$ cat src/rtl/core/tpsd_pkg.sv
// ----------------------------------------------------------------------------
// tpsd_pkg: shared types and constants of the TGA pixel stream decoder
// Transfer payloads, phase codes, header byte offsets and status codes.
// ----------------------------------------------------------------------------
package tpsd_pkg;

	// one byte of the file stream
	typedef struct packed {
		logic [7:0] data_byte;
		logic       start_of_file;
	} in_t;

	// one decoded pixel or a status report
	typedef struct packed {
		logic [7:0] red;
		logic [7:0] green;
		logic [7:0] blue;
		logic [7:0] alpha;
		logic       last_pixel;
		logic       status;
	} out_t;

	// decoder phase, one-hot
	typedef enum logic [3:0] {
		PH_HEADER = 4'b0001,
		PH_SKIP   = 4'b0010,
		PH_PIXELS = 4'b0100,
		PH_IDLE   = 4'b1000
	} phase_t;

	localparam int unsigned HDR_BYTES = 18;
	localparam int unsigned HDR_IDX_W = 5;

	// header byte offsets of the fields we use
	localparam logic [HDR_IDX_W-1:0] HI_ID_LEN    = 5'd0;
	localparam logic [HDR_IDX_W-1:0] HI_MAP_TYPE  = 5'd1;
	localparam logic [HDR_IDX_W-1:0] HI_MAP_LEN_L = 5'd5;
	localparam logic [HDR_IDX_W-1:0] HI_MAP_LEN_H = 5'd6;
	localparam logic [HDR_IDX_W-1:0] HI_MAP_BITS  = 5'd7;
	localparam logic [HDR_IDX_W-1:0] HI_WIDTH_L   = 5'd12;
	localparam logic [HDR_IDX_W-1:0] HI_WIDTH_H   = 5'd13;
	localparam logic [HDR_IDX_W-1:0] HI_HEIGHT_L  = 5'd14;
	localparam logic [HDR_IDX_W-1:0] HI_HEIGHT_H  = 5'd15;
	localparam logic [HDR_IDX_W-1:0] HI_DEPTH     = 5'd16;
	localparam logic [HDR_IDX_W-1:0] HI_LAST      = 5'(HDR_BYTES - 1);

	localparam logic [7:0] MAP_PRESENT = 8'd1;
	localparam logic [7:0] DEPTH_24    = 8'd24;
	localparam logic [7:0] DEPTH_32    = 8'd32;
	localparam logic [7:0] OPAQUE      = 8'd255;
	localparam logic [8:0] ROUND_UP    = 9'd7;

	// ID field plus colour map: 255 + 65535 * 32 fits in 22 bits
	localparam int unsigned SKIP_W = 22;
	localparam int unsigned PIX_W  = 32;

	localparam logic ST_PIXEL       = 1'b0;
	localparam logic ST_UNSUPPORTED = 1'b1;

endpackage

$ cat src/rtl/core/tpsd_decode.sv
// ----------------------------------------------------------------------------
// tpsd_decode: byte-level decode state of the TGA pixel stream decoder
// Header capture, ID/colour map skip and pixel packing, one byte per step.
// ----------------------------------------------------------------------------
module tpsd_decode (
	input  logic          clk,
	input  logic          arst_n,
	input  logic          step,
	input  tpsd_pkg::in_t item,
	output logic          res_valid,
	output tpsd_pkg::out_t res
);
	import tpsd_pkg::*;

	phase_t                 phase_q, phase_d;
	logic [HDR_IDX_W-1:0]   hdr_idx_q, hdr_idx_d;
	logic [7:0]             id_len_q, map_type_q, map_bits_q, depth_q;
	logic [15:0]            map_len_q, width_q, height_q;
	logic [SKIP_W-1:0]      skip_total_q, skip_rem_q, skip_rem_d;
	logic [PIX_W-1:0]       pix_total_q, pix_rem_q, pix_rem_d;
	logic [1:0]             bip_q, bip_d;
	logic [23:0]            held_q, held_d;

	phase_t                 phase_cur;
	logic [HDR_IDX_W-1:0]   hdr_idx_cur;
	logic [7:0]             b;
	logic [5:0]             entry_bytes;
	logic [SKIP_W-1:0]      map_bytes;
	logic [2:0]             pix_bytes;
	logic [2:0]             bip_inc;
	logic [23:0]            held_fill;
	logic                   depth_ok;

	assign b = item.data_byte;

	// start of file abandons the current file
	assign phase_cur   = item.start_of_file ? PH_HEADER : phase_q;
	assign hdr_idx_cur = item.start_of_file ? '0 : hdr_idx_q;

	// colour map size, bytes per entry rounded up
	assign entry_bytes = 6'(({1'b0, map_bits_q} + ROUND_UP) >> 3);
	assign map_bytes   = (map_type_q == MAP_PRESENT) ? SKIP_W'(map_len_q * entry_bytes) : '0;

	assign depth_ok  = (depth_q == DEPTH_24) || (depth_q == DEPTH_32);
	assign pix_bytes = (depth_q == DEPTH_32) ? 3'd4 : 3'd3;
	assign bip_inc   = {1'b0, bip_q} + 3'd1;

	// place the byte in the held colour word
	always_comb begin
		held_fill = held_q;
		unique case (bip_q)
			2'd0: held_fill[7:0]   = b;
			2'd1: held_fill[15:8]  = b;
			2'd2: held_fill[23:16] = b;
			default: held_fill = held_q;
		endcase
	end

	// next-state and result logic
	always_comb begin
		phase_d    = phase_q;
		hdr_idx_d  = hdr_idx_q;
		skip_rem_d = skip_rem_q;
		pix_rem_d  = pix_rem_q;
		bip_d      = bip_q;
		held_d     = held_q;
		res_valid  = 1'b0;
		res        = '0;
		if (step) begin
			phase_d   = phase_cur;
			hdr_idx_d = hdr_idx_cur;
			unique case (phase_cur)
				PH_HEADER: begin
					if (hdr_idx_cur == HI_LAST) begin
						hdr_idx_d = '0;
						if (!depth_ok) begin
							phase_d    = PH_IDLE;
							res_valid  = 1'b1;
							res.status = ST_UNSUPPORTED;
						end else if (skip_total_q != '0) begin
							phase_d    = PH_SKIP;
							skip_rem_d = skip_total_q;
						end else begin
							pix_rem_d = pix_total_q;
							bip_d     = '0;
							held_d    = '0;
							phase_d   = (pix_total_q == '0) ? PH_IDLE : PH_PIXELS;
						end
					end else begin
						hdr_idx_d = hdr_idx_cur + 1'b1;
					end
				end
				PH_SKIP: begin
					skip_rem_d = skip_rem_q - 1'b1;
					if (skip_rem_q == SKIP_W'(1)) begin
						pix_rem_d = pix_total_q;
						bip_d     = '0;
						held_d    = '0;
						phase_d   = (pix_total_q == '0) ? PH_IDLE : PH_PIXELS;
					end
				end
				PH_PIXELS: begin
					if (bip_q != 2'd3) begin
						held_d = held_fill;
						bip_d  = bip_inc[1:0];
					end
					if (bip_q == 2'd3 || bip_inc == pix_bytes) begin
						res_valid      = 1'b1;
						res.red        = held_fill[23:16];
						res.green      = held_fill[15:8];
						res.blue       = held_fill[7:0];
						res.alpha      = (bip_q == 2'd3) ? b : OPAQUE;
						res.last_pixel = (pix_rem_q == PIX_W'(1));
						res.status     = ST_PIXEL;
						pix_rem_d      = pix_rem_q - 1'b1;
						bip_d          = '0;
						held_d         = '0;
						if (pix_rem_q == PIX_W'(1))
							phase_d = PH_IDLE;
					end
				end
				PH_IDLE: begin
					phase_d = PH_IDLE;
				end
				default: phase_d = PH_HEADER;
			endcase
		end
	end

	// control state
	always_ff @(posedge clk or negedge arst_n) begin
		if (!arst_n) begin
			phase_q   <= PH_HEADER;
			hdr_idx_q <= '0;
			bip_q     <= '0;
			held_q    <= '0;
		end else begin
			phase_q   <= phase_d;
			hdr_idx_q <= hdr_idx_d;
			bip_q     <= bip_d;
			held_q    <= held_d;
		end
	end

	// header fields and counters; each is written before it is used
	always_ff @(posedge clk) begin
		skip_rem_q <= skip_rem_d;
		pix_rem_q  <= pix_rem_d;
		if (step && phase_cur == PH_HEADER) begin
			unique case (hdr_idx_cur)
				HI_ID_LEN:    id_len_q        <= b;
				HI_MAP_TYPE:  map_type_q      <= b;
				HI_MAP_LEN_L: map_len_q[7:0]  <= b;
				HI_MAP_LEN_H: map_len_q[15:8] <= b;
				HI_MAP_BITS:  map_bits_q      <= b;
				HI_WIDTH_L:   width_q[7:0]    <= b;
				HI_WIDTH_H:   width_q[15:8]   <= b;
				HI_HEIGHT_L:  height_q[7:0]   <= b;
				HI_HEIGHT_H:  height_q[15:8]  <= b;
				HI_DEPTH: begin
					// geometry is complete here; the products settle before the last byte
					depth_q      <= b;
					pix_total_q  <= PIX_W'(width_q) * PIX_W'(height_q);
					skip_total_q <= SKIP_W'(id_len_q) + map_bytes;
				end
				default: ;
			endcase
		end
	end

`ifndef NO_ASSERTIONS
	a_status_idle: assert property (@(posedge clk) disable iff (!arst_n)
		res_valid && res.status == ST_UNSUPPORTED |=> phase_q == PH_IDLE)
		else $error("unsupported depth did not end the file");
	a_last_idle: assert property (@(posedge clk) disable iff (!arst_n)
		res_valid && res.last_pixel |=> phase_q == PH_IDLE)
		else $error("last pixel did not end the file");
	a_hdr_range: assert property (@(posedge clk) disable iff (!arst_n)
		hdr_idx_q <= HI_LAST)
		else $error("header index out of range");
	a_skip_live: assert property (@(posedge clk) disable iff (!arst_n)
		phase_q == PH_SKIP |-> skip_rem_q != '0)
		else $error("skip phase with nothing to skip");
`endif

endmodule

$ cat src/rtl/core/tga_pixel_stream_decoder_unit.sv
// ----------------------------------------------------------------------------
// tga_pixel_stream_decoder_unit: uncompressed true-colour TGA decoder
// Takes a TGA file byte by byte and returns RGBA pixels or a status report.
// ----------------------------------------------------------------------------
// One file byte is taken per clock cycle, sustained, while the pixel side
// keeps up; a byte passes an input register and the decode step, and its
// pixel (if any) is then held in the output register. The rate is set by
// the single decode step, which holds the header, skip and pixel counters.
// Header bytes 0-17 are captured, the ID field and any colour map are
// skipped, then each B,G,R (24-bit) or B,G,R,A (32-bit) group yields one
// pixel; the final pixel carries last_pixel. Any other depth yields a single
// result with status set on header byte 17. start_of_file restarts decoding
// at any point.
module tga_pixel_stream_decoder_unit (
	input  logic           clk,
	input  logic           arst_n,
	input  logic           byte_valid,
	output logic           byte_ready,
	input  tpsd_pkg::in_t  byte_data,
	output logic           pixel_valid,
	input  logic           pixel_ready,
	output tpsd_pkg::out_t pixel_data
);
	import tpsd_pkg::*;

	logic  s1_valid_q;
	in_t   item_s1;
	logic  out_valid_q;
	out_t  out_q;
	logic  advance;
	logic  res_valid;
	out_t  res;

	// the stage moves on whenever the output register is free or being emptied
	assign advance    = !out_valid_q || pixel_ready;
	assign byte_ready = !s1_valid_q || advance;

	// input register
	always_ff @(posedge clk or negedge arst_n) begin
		if (!arst_n) begin
			s1_valid_q <= 1'b0;
		end else if (byte_ready) begin
			s1_valid_q <= byte_valid;
		end
	end

	always_ff @(posedge clk) begin
		if (byte_valid && byte_ready)
			item_s1 <= byte_data;
	end

	tpsd_decode u_decode (
		.clk       (clk),
		.arst_n    (arst_n),
		.step      (s1_valid_q && advance),
		.item      (item_s1),
		.res_valid (res_valid),
		.res       (res)
	);

	// result register
	always_ff @(posedge clk or negedge arst_n) begin
		if (!arst_n) begin
			out_valid_q <= 1'b0;
		end else if (advance) begin
			out_valid_q <= s1_valid_q && res_valid;
		end
	end

	always_ff @(posedge clk) begin
		if (advance && s1_valid_q && res_valid)
			out_q <= res;
	end

	assign pixel_valid = out_valid_q;
	assign pixel_data  = out_q;

`ifndef NO_ASSERTIONS
	a_stall_cause: assert property (@(posedge clk) disable iff (!arst_n)
		!byte_ready |-> s1_valid_q && out_valid_q && !pixel_ready)
		else $error("input stalled without a blocked result");
	a_result_source: assert property (@(posedge clk) disable iff (!arst_n)
		$rose(out_valid_q) |-> $past(s1_valid_q))
		else $error("result appeared without a byte in the stage");
	a_stage_hold: assert property (@(posedge clk) disable iff (!arst_n)
		s1_valid_q && !advance |=> s1_valid_q && $stable(item_s1))
		else $error("stalled byte lost or changed");
`endif

endmodule
$ cat config.mk
export PLATFORM = sky130hd
export DESIGN_NAME = tga_pixel_stream_decoder_unit
export DESIGN_NICKNAME = d
export VERILOG_FILES = /design/src/rtl/core/tpsd_pkg.sv /design/src/rtl/core/tpsd_decode.sv /design/src/rtl/core/tga_pixel_stream_decoder_unit.sv
export SDC_FILE = /design/constraint.sdc
export NUM_CORES = 1
export LEC_CHECK = 0
export BUFFER_PORTS_ARGS = -buffer_cell sky130_fd_sc_hd__buf_4
export CAP_MARGIN = 25
export CORE_ASPECT_RATIO = 1.75
export CORE_MARGIN = 2
export CORE_UTILIZATION = 50
export DETAILED_ROUTE_END_ITERATION = 10
export PLACE_DENSITY = 0.67
export REMOVE_ABC_BUFFERS = 1
export SYNTH_ARGS = -nofsm -noshare
export SYNTH_HDL_FRONTEND = slang
export SYNTH_HIERARCHICAL = 1
export SYNTH_SLANG_ARGS = --single-unit
export TNS_END_PERCENT = 1
$ cat constraint.sdc
create_clock -name clk -period 8.05 [get_ports clk]
set_input_delay 0.805 -clock clk [delete_from_list [all_inputs] [get_ports clk]]
set_output_delay 0.805 -clock clk [all_outputs]
set_load 0.02 [all_outputs]
==> flow_metrics.env, run 1 <==
export IMPL_status="complete, no violations"
export IMPL_coreArea_um2=46640
export IMPL_cp_top_family="adder cells"
export IMPL_grt_antenna_before_repair=0
export IMPL_ant_nets=0
export IMPL_synth_seq_cells=268
export IMPL_clkLatencyLatePin_ns=0.55
export IMPL_stdcell_count=2909
export IMPL_dp_cells=2861
export IMPL_drive_gt1_share_pct=6.161
export IMPL_nFillCells=4094
export IMPL_yosysMostFrequentCell="inv_1"
export IMPL_reg2reg_from="u_decode/width_q[7]"
export IMPL_vias=16500
export IMPL_regArea_um2=7864
export IMPL_synth_area_leaders="edfxtp_1 (30%), fa_1 (22%), ha_1 (8.3%)"
export IMPL_vdd_drop_max_mv=0.1605
export IMPL_gp_congestion=0.9363
export IMPL_end_kind="flip-flop"
export IMPL_rsz0062_at_grt="false"
export IMPL_reg2reg_depth=20
export IMPL_crit_start="u_decode/width_q[7]"
export IMPL_cts_tree="built"
export IMPL_grt_most_used_layer="met2"
export IMPL_switching_power_mw=0.7841
export IMPL_cts_resized=0
export IMPL_hold_buffers=0
export IMPL_crit_end="u_decode/pix_total_q[31]"
export IMPL_grt_pass1_wl_um=93960
export IMPL_skew_ns=0.01723
export IMPL_fp_dieH_um=290.4
export IMPL_netlist_area_leader_share_pct=29.60
export IMPL_reg2reg_to="u_decode/pix_total_q[31]"
export IMPL_path_class="reg -> reg"
export IMPL_final_hold_violation_count=0
export IMPL_setup_viol=0
export IMPL_clock_sinks=268
export IMPL_path_cells="nand2_1, fa_1, inv_1, fa_1, inv_1, fa_1, inv_1, fa_1, inv_1, fa_1, inv_1, fa_1, ha_1, nand4_1, nor2_1, a221oi_1, o31ai_1, o211ai_1, a31oi_1, xnor2_1"
export IMPL_area_growth_pct=8.173
export IMPL_syn_inst=2283
export IMPL_clk_pin_slew_ns=0.07
export IMPL_num_io_pins=49
export IMPL_crit_fanout=16
export IMPL_setup_slack_ns=1.450
export IMPL_use_met3_pct=1.512
export IMPL_r2r_slack_ns=1.45
export IMPL_critical_path_arrival_ns=6.88
export IMPL_hpwl_um=45490
export IMPL_num_rows=105
export IMPL_total_power_mw=3.237
export IMPL_p_comb_share_pct=9.9
export IMPL_synth_edff_count=231
export IMPL_grt_overflow=0
export IMPL_fmax_mhz=151.5
export IMPL_path_buf_inv=5
export IMPL_worst_pin_slew_ns=1.026
export IMPL_slew_headroom_pct=31.61
export IMPL_num_antenna_cells=0
export IMPL_syn_cell_area_um2=23440
export IMPL_multi_input_area_um2=14000
export IMPL_slowest_delay_ns=0.75
export IMPL_dieArea_um2=48690
export IMPL_crit_path_top_delay_cell="edfxtp_1"
export IMPL_pre_cts_ws_ns=1.469
export IMPL_clockPowerShare_pct=42.0
export IMPL_maxSlewViolCount=0
export IMPL_remaining_drc_errors=0
export IMPL_htreeDepth=1
export IMPL_clock_root_buffer="clkbuf_16"
export IMPL_switching_share_pct=24.22
export IMPL_yosys_warnings=6
export IMPL_post_route_util_pct=54.36
export IMPL_synth_cell_type_count=79
export IMPL_die_w_um=167.7
export IMPL_synth_commonest_cells="inv_1 (348), nand2_1 (281), fa_1 (252)"
export IMPL_cts_made_buffers=26
export IMPL_place_port_buffers=48
export IMPL_grt_max_degree=55
export IMPL_ys_seq_area_share_pct=33.55
export IMPL_yosys_area_top_type="edfxtp_1"
export IMPL_postCtsSetupBuffers=0
export IMPL_tns_ns=0
export IMPL_start_util_pct=50.25
export IMPL_p_leak_nw=11.08
export IMPL_p_int_mw=2.453
export IMPL_fin_nets=2721
export IMPL_track_usage_pct=24.79
export IMPL_use_met2_pct=49.65
export IMPL_cp_required_ns=8.33
export IMPL_pwr_density_cell_nw_per_um2=127.7
export IMPL_grt_pass1_vias=17820
export IMPL_clockBufferDepth=3
export IMPL_min_path_type="in -> async"
export IMPL_cp_start_kind="flip-flop"
export IMPL_syn_avg_cell_area_um2=10.27
export IMPL_cpMostUsedCell="fa_1"
export IMPL_synthFlopType="edfxtp_1"
export IMPL_via_per_inst=5.673
export IMPL_first_pass_iters=6
export IMPL_period_minus_slack_ns=6.600
export IMPL_drt_iter0_markers=1084
export IMPL_async_reset_ff_share_pct=13.81
export IMPL_drt_total_wl_um=58620
export IMPL_routedWlPerCell_um=20.15
export IMPL_seq_power_share_pct=48.2
export IMPL_cp_depth=20
export IMPL_period_share_pct=81.99
export IMPL_met1_usage_pct=24.02
export IMPL_drv_cap=0
==> placed cells by master (no fill, tap or decap), types with 6 or more instances in the layout <==
cell and count:
a21o_1 21, a21oi_1 60, a22o_1 25, a31oi_1 12
and2_1 124, and3_1 18, buf_4 66, clkbuf_16 27
clkinv_2 6, dfrtp_1 36, edfxtp_1 231, fa_1 252
ha_1 155, inv_1 348, mux2i_1 27, nand2_1 281
nand2b_1 21, nand3_1 23, nand3b_1 8, nand4_1 15
nor2_1 108, nor2b_1 68, nor3_1 33, nor4_1 25
o211ai_1 13, o21a_1 8, o21ai_0 73, o21ai_1 6
o21bai_1 7, o31ai_1 6, or3_1 6, or4_1 6
xnor2_1 66, xor2_1 35
==> worst min-delay path by stage <==
stage	startpoint	endpoint	slack, ns	cells after the start
finish	arst_n	u_decode/held_q[14]	0.22	1
global route	arst_n	u_decode/held_q[16]	0.25	1
CTS	arst_n	u_decode/held_q[14]	0.24	1
detailed placement	u_decode/held_q[6]	u_decode/held_q[6]	0.48	1
global placement	u_decode/held_q[8]	u_decode/held_q[8]	0.48	1
floorplan	u_decode/held_q[0]	u_decode/held_q[0]	0.47	1
==> power groups by stage <==
stage          Sequential, mW  Clock, mW  Combinational [mW]
6_report                 1.56       1.36               0.320
5_1_grt                  1.56       1.42               0.358
4_1_cts                  1.56       1.38               0.320
3_5_place_dp             1.59          0               0.318
3_3_place_gp             1.59          0               0.311
2_1_floorplan            1.57          0               0.232
==> sequential cells by signal (all words and copies together), names as in the netlist <==
signal / flops
item_s1: 9
s1_valid_q: 1
u_decode/hdr_idx_q: 5
u_decode/height_q: 16
pixel_data: 34
u_decode/width_q: 16
u_decode/pix_rem_q: 32
u_decode/phase_q: 4
u_decode/id_len_q: 8
u_decode/bip_q: 2
u_decode/skip_total_q: 22
u_decode/map_len_q: 16
u_decode/skip_rem_q: 22
pixel_valid: 1
u_decode/held_q: 24
u_decode/pix_total_q: 32
u_decode/map_bits_q: 8
u_decode/depth_q: 8
u_decode/map_type_q: 8
==> kinds of logic after synthesis <==
| kind of cell | share of synthesized area, % |
|---|---|
| AND/OR/NAND/NOR | 16.87 |
| adder cells (fa/ha/maj) | 29.80 |
| XOR/XNOR | 3.950 |
| multiplexers | 1.153 |
| buffers and inverters | 6.844 |
| flip-flops | 33.55 |
| AO/OA/AOI/OAI | 7.832 |
==> stage by stage <==
stage               hold WS, ns  area, um2
global placement         0.4823      24400
global route             0.2517      25350
CTS                      0.2354      25350
finish                   0.2244      25350
floorplan                0.4653      23140
detailed placement       0.4806      24400
==> layer usage <==
layer	wire length, um	up-vias
met2	33590	409
li1	-	7561
met3	1514	165
met1	19100	8369
met5	0	-
met4	4414	0
==> layout make-up <==
type                            count  share of cell area [%]
Multi-Input combinational cell   1591                   55.23
Sequential cell                   268                   31.02
Inverter                          348                   5.152
Tap cell                          588                   2.902
Clock buffer                       30                   2.788
Timing Repair Buffer               66                   1.954
Clock inverter                     18                  0.9525
(Power assumes the default switching activity.)
==> inputs of run 2 (changes only) <==
==> constraint.sdc (replaced) <==
create_clock -name clk -period 6.68 [get_ports clk]
set_input_delay 0.668 -clock clk [delete_from_list [all_inputs] [get_ports clk]]
set_output_delay 0.668 -clock clk [all_outputs]
set_load 0.02 [all_outputs]
==> run 2 against run 1 <==
Maximum frequency is 3.4% higher. Final cell count up 1.4%. Largest cell class unchanged. Sequential share of layout area fell by 0.48 points. Critical path depth stayed put. Hold slack worse by 0.13 ns. Setup slack got worse by 1.2 ns. Clock-buffer cell count stayed put.
==> flow_metrics.env, run 2 (same netlist as run 1, synthesis figures left out) <==
export IMPL_status="complete, no violations"
export IMPL_path_buf_inv=5
export IMPL_remaining_drc_errors=0
export IMPL_num_rows=105
export IMPL_grt_pass1_wl_um=94050
export IMPL_vias=16610
export IMPL_path_class="reg -> reg"
export IMPL_clkLatencyLatePin_ns=0.55
export IMPL_grt_max_degree=55
export IMPL_crit_fanout=16
export IMPL_worst_pin_slew_ns=0.9584
export IMPL_clock_sinks=268
export IMPL_min_path_type="in -> async"
export IMPL_grt_overflow=0
export IMPL_die_w_um=167.7
export IMPL_cts_made_buffers=26
export IMPL_cp_top_family="adder cells"
export IMPL_rsz0062_at_grt="false"
export IMPL_fp_dieH_um=290.4
export IMPL_crit_path_top_delay_cell="edfxtp_1"
export IMPL_grt_pass1_vias=18270
export IMPL_cp_required_ns=6.97
export IMPL_drive_gt1_share_pct=7.702
export IMPL_maxSlewViolCount=0
export IMPL_slew_headroom_pct=36.11
export IMPL_drt_iter0_markers=1028
export IMPL_cpMostUsedCell="fa_1"
export IMPL_fin_nets=2763
export IMPL_cp_start_kind="flip-flop"
export IMPL_clockBufferDepth=3
export IMPL_ant_nets=0
export IMPL_layout_commonest_cell="inv_1"
export IMPL_clock_root_buffer="clkbuf_16"
export IMPL_first_pass_iters=5
export IMPL_setup_viol=0
export IMPL_hpwl_um=45740
export IMPL_num_io_pins=49
export IMPL_cts_resized=0
export IMPL_postCtsSetupBuffers=0
export IMPL_via_per_inst=5.629
export IMPL_routedWlPerCell_um=19.76
export IMPL_coreArea_um2=46640
export IMPL_area_growth_pct=9.871
export IMPL_final_hold_violation_count=0
export IMPL_critical_path_arrival_ns=6.67
export IMPL_gp_congestion=0.9758
export IMPL_skew_ns=0.01436
export IMPL_vdd_drop_max_mv=0.1476
export IMPL_hold_slack_ns=0.09671
export IMPL_track_usage_pct=24.70
export IMPL_drv_cap=0
export IMPL_path_cells="and2_1, fa_1, fa_1, inv_1, fa_1, inv_1, fa_1, inv_1, fa_1, inv_1, fa_1, ha_1, nand4_1, nor2_1, a221oi_1, buf_4, o31ai_1, o211ai_1, a31oi_1, xnor2_1"
export IMPL_htreeDepth=1
export IMPL_p_leak_nw=11.31
export IMPL_hold_buffers=0
export IMPL_largest_reg_flops=34
export IMPL_tns_ns=0
export IMPL_period_share_pct=95.54
export IMPL_fmax_mhz=156.7
export IMPL_start_util_pct=50.25
export IMPL_grt_antenna_before_repair=0
export IMPL_mostFrequentLayoutCells="inv_1 (348), nand2_1 (281), fa_1 (252)"
export IMPL_cts_tree="built"
export IMPL_end_kind="flip-flop"
export IMPL_period_minus_slack_ns=6.382
export IMPL_drt_total_wl_um=58320
export IMPL_slowest_delay_ns=0.66
export IMPL_dieArea_um2=48690
export IMPL_pwr_density_cell_nw_per_um2=154.9
export IMPL_num_antenna_cells=0
export IMPL_place_port_buffers=48
export IMPL_clk_pin_slew_ns=0.07
[run 2: per-layer routing]
metal  global-route usage, %  routed length [um]  part of all wire [%]
met5                       0                   0                     0
met4                   17.16                4743                   8.1
met3                   1.811                1530                   2.6
met2                   49.13               32880                    56
met1                   23.47               19170                    33
[run 2: through the flow]
step / std cells / util [%] / cell area, um2 / power (mW) / setup slack, ns
floorplan: 2207 / - / 23140 / 2.173 / 0.8162
global placement: 2889 / 52.76 / 24610 / 2.290 / 0.2825
detailed placement: 2890 / 52.79 / 24620 / 2.297 / 0.2916
CTS: 2938 / 54.98 / 25640 / 4.021 / 0.2339
global route: 2951 / 55.21 / 25750 / 4.129 / 0.008465
finish: 2951 / 55.21 / 25750 / 3.988 / 0.2981
[run 2: area by class of cell]
cell class,instances,area [um2]
clock inverter,18,321.6
timing repair buffer,108,830.8
inverter,348,1306
multi-input combinational,1591,14000
fill,4032,20890
clock buffer,30,696.9
tap,588,735.7
sequential,268,7864
[run 2: worst paths after layout]
kind	startpoint	cells past startpoint	slack, ns	end
setup reg to reg	u_decode/height_q[11]	20	0.30	u_decode/pix_total_q[31]
hold reg to reg	u_decode/held_q[3]	1	0.51	u_decode/held_q[3]
min in group clk	byte_data[4]	1	0.30	item_s1[4]
setup / recovery	u_decode/height_q[11]	20	0.30	u_decode/pix_total_q[31]
max in group asynchronous	arst_n	1	6.20	u_decode/phase_q[0]
hold / removal	arst_n	1	0.1	s1_valid_q
[run 2: where the power goes]
part	total [mW]	internal [mW]	switching, mW
clock	1.72	1.07	0.657
combinational	0.389	0.156	0.233
sequential	1.88	1.84	0.0354
==> inputs of run 3 (changes only) <==
--- a/config.mk
+++ b/config.mk
@@ -5,6 +5,7 @@
 export SDC_FILE = /design/constraint.sdc
 export NUM_CORES = 1
 export LEC_CHECK = 0
+export ABC_AREA = 1
 export BUFFER_PORTS_ARGS = -buffer_cell sky130_fd_sc_hd__buf_4
 export CAP_MARGIN = 25
 export CORE_ASPECT_RATIO = 1.75
==> run 3 against run 2 <==
Sequential power increased by 5%. Flip-flop and latch count unchanged. Synthesized cell count increased by 23%. Clock-buffer cell count decreased by 2. Clock power about the same. Utilization decreased by 0.66 points. Critical path type unchanged. Largest cell class unchanged. Highest routed layer unchanged.
==> flow_metrics.env, run 3 <==
export IMPL_status="complete, no violations"
export IMPL_start_util_pct=50.63
export IMPL_critical_path_arrival_ns=6.41
export IMPL_mostFrequentLayoutCells="nand2_1 (616), inv_1 (585), nor2_1 (287)"
export IMPL_postCtsSetupBuffers=0
export IMPL_syn_inst=2805
export IMPL_multi_input_area_um2=13690
export IMPL_drt_iter0_markers=995
export IMPL_nFillCells=4292
export IMPL_period_share_pct=91.45
export IMPL_skew_ns=0.02288
export IMPL_first_pass_iters=6
export IMPL_switching_share_pct=30.93
export IMPL_yosys_warnings=6
export IMPL_regArea_um2=7864
export IMPL_gp_congestion=0.9336
export IMPL_grt_pass1_vias=19460
export IMPL_end_kind="flip-flop"
export IMPL_fin_nets=3220
export IMPL_cts_made_buffers=26
export IMPL_track_usage_pct=23.64
export IMPL_ys_seq_area_share_pct=32.53
export IMPL_syn_avg_cell_area_um2=8.619
export IMPL_routedWlPerCell_um=16.68
export IMPL_hpwl_um=44850
export IMPL_die_w_um=170.2
export IMPL_htreeDepth=1
export IMPL_vias=18070
export IMPL_clock_sinks=268
export IMPL_synth_edff_count=231
export IMPL_fmax_mhz=163.7
export IMPL_clk_pin_slew_ns=0.07
export IMPL_syn_cell_area_um2=24180
export IMPL_drv_cap=0
export IMPL_clock_root_buffer="clkbuf_16"
export IMPL_grt_antenna_before_repair=0
export IMPL_cp_required_ns=6.98
export IMPL_drive_gt1_share_pct=6.170
export IMPL_total_power_mw=4.954
export IMPL_synth_seq_cells=268
export IMPL_num_antenna_cells=0
export IMPL_yosysMostFrequentCell="nand2_1"
export IMPL_post_route_util_pct=54.55
export IMPL_cts_tree="built"
export IMPL_grt_max_degree=55
export IMPL_synthFlopType="edfxtp_1"
export IMPL_setup_viol=0
export IMPL_dieArea_um2=50200
export IMPL_rsz0062_at_grt="false"
export IMPL_grt_overflow=0
export IMPL_remaining_drc_errors=0
export IMPL_vdd_drop_max_mv=0.2140
export IMPL_yosys_area_top_type="edfxtp_1"
export IMPL_worst_pin_slew_ns=1.026
export IMPL_num_io_pins=49
export IMPL_clockPowerShare_pct=34.3
export IMPL_place_port_buffers=48
export IMPL_path_class="reg -> reg"
export IMPL_switching_power_mw=1.532
export IMPL_final_hold_violation_count=0
export IMPL_p_leak_nw=12.56
export IMPL_min_path_type="in -> async"
export IMPL_synth_area_leaders="edfxtp_1 (29%), fa_1 (21%), nand2_1 (9.6%)"
export IMPL_synth_commonest_cells="nand2_1 (617), inv_1 (585), nor2_1 (289)"
export IMPL_drt_total_wl_um=56940
export IMPL_slew_headroom_pct=31.07
export IMPL_clockBufferDepth=3
export IMPL_synth_cell_type_count=50
export IMPL_p_comb_share_pct=26.0
export IMPL_clkLatencyLatePin_ns=0.57
export IMPL_netlist_area_leader_share_pct=28.69
export IMPL_seq_power_share_pct=39.8
export IMPL_area_growth_pct=7.743
export IMPL_maxSlewViolCount=0
export IMPL_period_minus_slack_ns=6.109
export IMPL_grt_pass1_wl_um=94060
export IMPL_layout_commonest_cell="nand2_1"
export IMPL_p_int_mw=3.422
export IMPL_num_rows=106
export IMPL_async_reset_ff_share_pct=13.81
export IMPL_pwr_density_cell_nw_per_um2=190.2
export IMPL_cp_start_kind="flip-flop"
export IMPL_via_per_inst=5.293
export IMPL_tns_ns=0
export IMPL_coreArea_um2=47750
export IMPL_ant_nets=0
export IMPL_largest_reg_flops=34
export IMPL_fp_dieH_um=294.9
export IMPL_crit_fanout=16
run 3: cell types whose count changed after synthesis, sizes merged, moves of 24 or more:
cell,before,now
nand3,23,76
mux2i,27,0
or2,4,28
xnor2,68,29
o21ai,83,127
nor2,109,303
and2,125,4
nor2b,69,0
nand2,282,620
a22o,25,0
inv,348,596
run 3: logic make-up after synthesis:
kind of cell / synth area share [%]
and+or+nand+nor: 19.35
DFF: 32.53
buffers and inverters: 10.95
adders and majority gates: 28.89
AOI/OAI and AO/OA: 5.460
xor gates and xnor gates: 2.826
run 3: layout make-up:
| cell class | instances | share of cell area, % |
|---|---|---|
| inverters | 596 | 8.589 |
| repair buffers | 67 | 1.921 |
| clock buffers | 28 | 2.565 |
| multi-input cells | 1841 | 52.57 |
| flip-flops and latches | 268 | 30.19 |
| well taps | 594 | 2.853 |
| clock inverters | 20 | 1.316 |
run 3: worst paths after layout:
| path | startpoint | endpoint | slack [ns] | depth (start not counted) |
|---|---|---|---|---|
| setup reg to reg | u_decode/width_q[7] | u_decode/pix_total_q[29] | 0.57 | 22 |
| max in group asynchronous | arst_n | u_decode/phase_q[0] | 6.23 | 1 |
| hold reg to reg | u_decode/held_q[18] | u_decode/held_q[18] | 0.49 | 2 |
| hold / removal | arst_n | s1_valid_q | 0.07 | 1 |
| min in group clk | byte_data[0] | item_s1[0] | 0.27 | 1 |
| setup / recovery | u_decode/width_q[7] | u_decode/pix_total_q[29] | 0.57 | 22 |
run 3: power by group through the flow:
stage | clock [mW] | combinational, mW | sequential [mW]
5_1_grt | 1.81 | 1.47 | 1.97
3_3_place_gp | 0 | 1.25 | 2.00
2_1_floorplan | 0 | 0.953 | 1.99
3_5_place_dp | 0 | 1.27 | 2.01
4_1_cts | 1.74 | 1.28 | 1.97
6_report | 1.70 | 1.29 | 1.97
run 3: per-layer routing:
layer	track usage, %	vias to the layer above	share of wire, %
met4	11.88	0	5.0
met2	44.26	586	52
li1	-	8632	-
met5	0	-	0
met3	2.739	197	4.6
met1	26.10	8657	38
run 3: critical path, cell delays in order, from the launching register on:
cell and delay, ns:
edfxtp_1 0.84, nand2_1 0.21, fa_1 0.58, inv_1 0.05, fa_1 0.47, inv_1 0.05, fa_1 0.48, fa_1 0.54
inv_1 0.05, fa_1 0.47, inv_1 0.05, fa_1 0.48, inv_1 0.04, ha_1 0.35, nand2_1 0.15, nor2_1 0.06
o21ai_0 0.18, nand2_1 0.07, a21oi_1 0.27, o21ai_1 0.17, nand3_1 0.10, nand2_1 0.06, xor2_1 0.14
run 3: repair_timing:
item	CTS	global route
resized for setup	0	2
hold buffers	0	0
setup endpoints to repair	0	8
run 3: through the flow:
step,area (um2),setup WS [ns],hold slack (ns),std cells
finish,26050,0.5710,0.06803,3414
global route,26050,0.1048,0.08124,3414
CTS,26030,0.5117,0.06476,3413
detailed placement,25020,0.5558,0.4766,3365
global placement,25020,0.7593,0.4679,3364
floorplan,23770,0.4321,0.3724,2705
